<file path="config.mk">
export PLATFORM = sky130hd
export DESIGN_NAME = ictl_front
export DESIGN_NICKNAME = d
export VERILOG_FILES = /design/src/hdl/ictl_pkg.sv /design/src/hdl/ictl_front.sv
export SDC_FILE = /design/constraint.sdc
export NUM_CORES = 1
export LEC_CHECK = 0
export BUFFER_PORTS_ARGS = -buffer_cell sky130_fd_sc_hd__buf_2
export CORE_MARGIN = 8
export CORE_UTILIZATION = 47
export CTS_CLUSTER_DIAMETER = 50
export DETAILED_ROUTE_END_ITERATION = 8
export PLACE_DENSITY = 0.76
export SYNTH_ARGS = -nofsm -noshare
export SYNTH_HDL_FRONTEND = slang
export SYNTH_SLANG_ARGS = --single-unit
</file>
<file path="constraint.sdc">
create_clock -name clk -period 5.65 [get_ports clk]
set_input_delay 0.8475 -clock clk [delete_from_list [all_inputs] [get_ports clk]]
set_output_delay 0.8475 -clock clk [all_outputs]
set_load 0.01 [all_outputs]
</file>
<file path="src/hdl/ictl_pkg.sv">
package ictl_pkg;

	localparam int unsigned NODE_COUNT    = 262144;
	localparam int unsigned NODE_AW       = $clog2(NODE_COUNT);
	localparam int unsigned COUNTRY_COUNT = 255;

	localparam int unsigned NODE_IDX_W = 18;
	localparam int unsigned PTR_W      = 24;
	localparam int unsigned IP_W       = 32;
	localparam int unsigned LEVEL_W    = $clog2(IP_W);
	localparam int unsigned NODE_W     = 2 * PTR_W;
	localparam int unsigned IDX_W      = 8;
	localparam int unsigned ST_W       = 3;

	localparam logic [PTR_W-1:0]   TERMINAL_BASE = PTR_W'(16776960);
	localparam logic [LEVEL_W-1:0] TOP_BIT       = LEVEL_W'(31);

	localparam int unsigned S_TDATA_W = 104;
	localparam int unsigned M_TDATA_W = 16;

	localparam int unsigned QUEUE_DEPTH = 2;
	localparam int unsigned QUEUE_AW    = 1;

	localparam logic OP_WRITE  = 1'b0;
	localparam logic OP_LOOKUP = 1'b1;

	localparam logic [ST_W-1:0] ST_FOUND     = 3'd0;
	localparam logic [ST_W-1:0] ST_DISABLED  = 3'd1;
	localparam logic [ST_W-1:0] ST_RANGE     = 3'd2;
	localparam logic [ST_W-1:0] ST_EXHAUSTED = 3'd3;
	localparam logic [ST_W-1:0] ST_BEYOND    = 3'd4;

	typedef struct packed {
		logic                  op;
		logic [NODE_IDX_W-1:0] node_index;
		logic [PTR_W-1:0]      left_pointer;
		logic [PTR_W-1:0]      right_pointer;
		logic [IP_W-1:0]       ip_address;
	} item_t;

	typedef struct packed {
		logic [ST_W-1:0]  status;
		logic [IDX_W-1:0] country_index;
	} result_t;

endpackage

</file>
<file path="src/hdl/ictl_front.sv">
module ictl_front (
	input  logic                           clk,
	input  logic                           arst_n,
	input  logic                           s_tvalid,
	output logic                           s_tready,
	input  logic [ictl_pkg::S_TDATA_W-1:0] s_tdata,
	input  logic                           s_tuser,
	output logic                           q_valid,
	output ictl_pkg::item_t                q_item,
	input  logic                           q_pop
);

	ictl_pkg::item_t                in_item;
	ictl_pkg::item_t                slot_q [ictl_pkg::QUEUE_DEPTH];
	logic [ictl_pkg::QUEUE_AW-1:0]  wr_ptr_q;
	logic [ictl_pkg::QUEUE_AW-1:0]  rd_ptr_q;
	logic [ictl_pkg::QUEUE_AW:0]    count_q;
	logic                           push;

	// tdata: node_index, left_pointer, right_pointer, ip_address; tuser: command
	always_comb begin
		in_item.op            = s_tuser ? ictl_pkg::OP_LOOKUP : ictl_pkg::OP_WRITE;
		in_item.node_index    = s_tdata[17:0];
		in_item.left_pointer  = s_tdata[41:18];
		in_item.right_pointer = s_tdata[65:42];
		in_item.ip_address    = s_tdata[97:66];
	end

	assign s_tready = (count_q != (ictl_pkg::QUEUE_AW+1)'(ictl_pkg::QUEUE_DEPTH));
	assign push     = s_tvalid && s_tready;
	assign q_valid  = (count_q != '0);
	assign q_item   = slot_q[rd_ptr_q];

	always_ff @(posedge clk) begin
		if (push) begin
			slot_q[wr_ptr_q] <= in_item;
		end
	end

	always_ff @(posedge clk or negedge arst_n) begin
		if (!arst_n) begin
			wr_ptr_q <= '0;
			rd_ptr_q <= '0;
			count_q  <= '0;
		end else begin
			if (push) begin
				wr_ptr_q <= wr_ptr_q + 1'b1;
			end
			if (q_pop) begin
				rd_ptr_q <= rd_ptr_q + 1'b1;
			end
			if (push && !q_pop) begin
				count_q <= count_q + 1'b1;
			end else if (!push && q_pop) begin
				count_q <= count_q - 1'b1;
			end
		end
	end

endmodule

</file>
==> results.py <==
metrics = {
    "flow_run": {
        "drv_cap": 0,
    },
    "finish": {
        "diodes": 0,
        "syn2layout_area_growth_pct": 23.4,
        "fill_cells": 1235,
        "multi_input_area_um2": 1590,
        "regArea_um2": 6050,
        "fin_nets": 656,
        "drive_above_1_share": 0.613,
    },
    "setup_path": {
        "cp_max_fo": 54,
        "crit_chain": "buf_4, mux2_4, buf_2",
        "cp-start-kind": "register",
        "cp.required_ns": 4.80,
        "crit_arrival_ns": 2.69,
        "slowest_delay_ns": 1.11,
        "cp_slowest_cell": "dfrtp_4",
        "critPathKind": "reg2out",
        "end_kind": "primary output",
    },
    "clock_tree": {
        "clkSinkCount": 202,
        "ctsHoldBuffers": 0,
        "clockRootBuffer": "clkbuf_16",
        "clk_path_buf_depth": 3,
        "h-tree-depth": 1,
        "numCtsBuffers": 21,
        "path_clk_slew_ns": 0.06,
        "cts_tree": "built",
        "cts.repair.resized": 0,
        "postCtsSetupBuffers": 0,
        "clock_latency_ns": 0.48,
    },
    "synthesis": {
        "synth_area_um2": 7840,
        "synth.largest_area_cell": "edfxtp_1",
        "ys_top_cells_by_area": "edfxtp_1 76%, mux2_4 19%, buf_12 2.6%",
        "synth_compound_area_frac": 0,
        "ys_ff_latch": 202,
        "synth_most_common_cell": "edfxtp_1",
        "synth_top_family_by_area": "multiplexers",
        "syn_nets": 436,
        "seq_area_frac_synth": 0.771,
        "yosys-top-cells-count": "198 x edfxtp_1, 99 x mux2_4, 10 x buf_12",
        "synthXorXnorAreaFrac": 0.00559,
        "synthCells": 326,
        "synth_edf_count": 198,
        "synthSimpleGateAreaFrac": 0.00383,
        "syn_avg_cell_area_um2": 24.0,
        "synthAdderAreaFrac": 0.00160,
        "yosysWarningCount": 0,
        "synth.distinct_cells": 14,
        "synth-main-ff-cell": "edfxtp_1",
        "muxShareOfSynthArea": 0.190,
        "yosys.area.top_type_share": 0.759,
        "ys_async_sr_fraction": 0.0198,
    },
    "global_route": {
        "antenna_found_initial": 1,
        "grt_pass1_wl_mm": 22.2,
        "grt_max_degree": 58,
        "grt_pass1_vias": 4058,
        "grt_util_all_layers": 0.132,
        "overflow": 0,
    },
    "place": {
        "routabilityCongestion": 0.719,
        "dp_hpwl_mm": 9.88,
        "numPortBuffers": 203,
    },
    "timing": {
        "finalSetupViolCount": 0,
        "relSlewSlack": 0.317,
        "drv_slew": 0,
        "tns_ns": 0,
        "finClkSkew_ns": 0.00689,
        "period_minus_slack_ns": 3.53,
        "rsz0062_at_grt": "no",
        "tightest_slew_ns": 1.02,
        "fin_crit_sh": 0.626,
        "hold_violations": 0,
        "fmax_ghz": 0.283,
    },
    "detailed_routing": {
        "drc": 0,
        "wire_per_inst_um": 18.3,
        "first_pass_iters": 4,
        "ant_nets": 0,
        "drt-total-wl_mm": 14.3,
        "via_per_inst": 4.75,
        "drtIter0Drc": 142,
        "num_vias": 3705,
    },
    "die": {
        "coreArea_um2": 16500,
        "placementRows": 47,
        "die_h_um": 145,
        "initial_core_util": 0.476,
        "die_area_um2": 21100,
        "pin_count": 210,
        "die_x_um": 145,
    },
    "power_and_ir_drop": {
        "p_per_area_nw_per_um2": 532,
        "total_power_w": 0.00515,
        "power.share.combinational": 0.297,
        "p_leak_nw": 3.91,
        "p_clk_frac": 0.267,
        "ir_drop_mv": 0.426,
        "power.switching_w": 0.00143,
        "power.internal_w": 0.00372,
        "swShare": 0.278,
        "seqPwrFrac": 0.436,
    },
    "run_status": {
        "status": "completed",
    },
    "min_path": {
        "hp-class": "in2async",
    },
}
## final cells by class
type,instances,area share
clock buffer,27,0.0587
timing repair buffer,208,0.109
sequential,202,0.625
inverter,2,0.000776
clock inverter,10,0.0140
multi-input combinational,111,0.164
tap,220,0.0285
## power by group through the flow
stage | logic (W) | registers, W | clock network (W)
2_1_floorplan | 0.00126 | 0.00219 | 0
6_report | 0.00153 | 0.00224 | 0.00137
3_3_place_gp | 0.00154 | 0.00226 | 0
4_1_cts | 0.00157 | 0.00225 | 0.00142
5_1_grt | 0.00164 | 0.00228 | 0.00148
3_5_place_dp | 0.00156 | 0.00228 | 0
## layout by cell type, fill, tap and decap left out
cell          n
bufinv_16     3
clkbuf_16    21
clkinv_1      1
dfrtp_4       1
dfrtp_1       3
inv_1         2
buf_2       203
nor2_4        1
clkinvlp_4    2
xor2_1        3
clkbuf_1      4
clkbuf_8      2
inv_8         1
or2_2         1
nand2_1       1
buf_4         5
edfxtp_1    198
nand2b_1      1
xnor2_1       2
mux2_4       99
ha_1          1
clkinv_2      3
and3_4        1
nor2_1        1
## worst max-delay path: cells and delay by family (launching register included)
family,cells,cell delay [ns]
buf+inv,2,0.70
flops,1,1.11
mux,1,0.35
## kinds of logic (layout without fill, tap and decap cells)
logic type,after synthesis,in the layout
buf+inv,13,247
simple gates,6,6
xor+xnor,5,5
flops,202,202
mux,99,99
fa+ha+maj,1,1
## sequential cells by signal, summed over array words and instances (netlist names)
| signal | count |
|---|---|
| count_q | 2 |
| rd_ptr_q | 1 |
| slot_q | 198 |
| wr_ptr_q | 1 |
## path summary, 6_finish.rpt
check,start,endpoint,slack (ns),cells past startpoint
setup / recovery,rd_ptr_q,q_item[56],2.12,3
hold / removal,arst_n,count_q[0],0.16,1
setup reg to reg,count_q[0],slot_q[1][36],3.30,3
hold reg to reg,count_q[1],count_q[1],0.49,1
max in group asynchronous,arst_n,rd_ptr_q,5.35,1
min in group clk,count_q[1],count_q[1],0.49,1
## through the flow
step / util / instances / hold slack, ns / area, um2 / setup WS [ns]
6_report: 0.588 / 780 / 0.164 / 9670 / 2.12
5_1_grt: 0.588 / 780 / 0.145 / 9670 / 2.00
4_1_cts: 0.588 / 780 / 0.140 / 9670 / 2.06
3_5_place_dp: 0.545 / 743 / 0.490 / 8970 / 2.59
3_3_place_gp: 0.545 / 743 / 0.470 / 8970 / 2.60
2_1_floorplan: - / 326 / 0.456 / 7840 / 0.0325
## routing by layer
metal	GRT usage	up-vias	routed length (um)
met1	0.143	1808	5360
met3	0.0525	17	1360
li1	-	1737	-
met4	0.0370	2	207
met2	0.234	141	7370
met5	0	-	9
No activity file was read; power rests on OpenSTA's default activity.
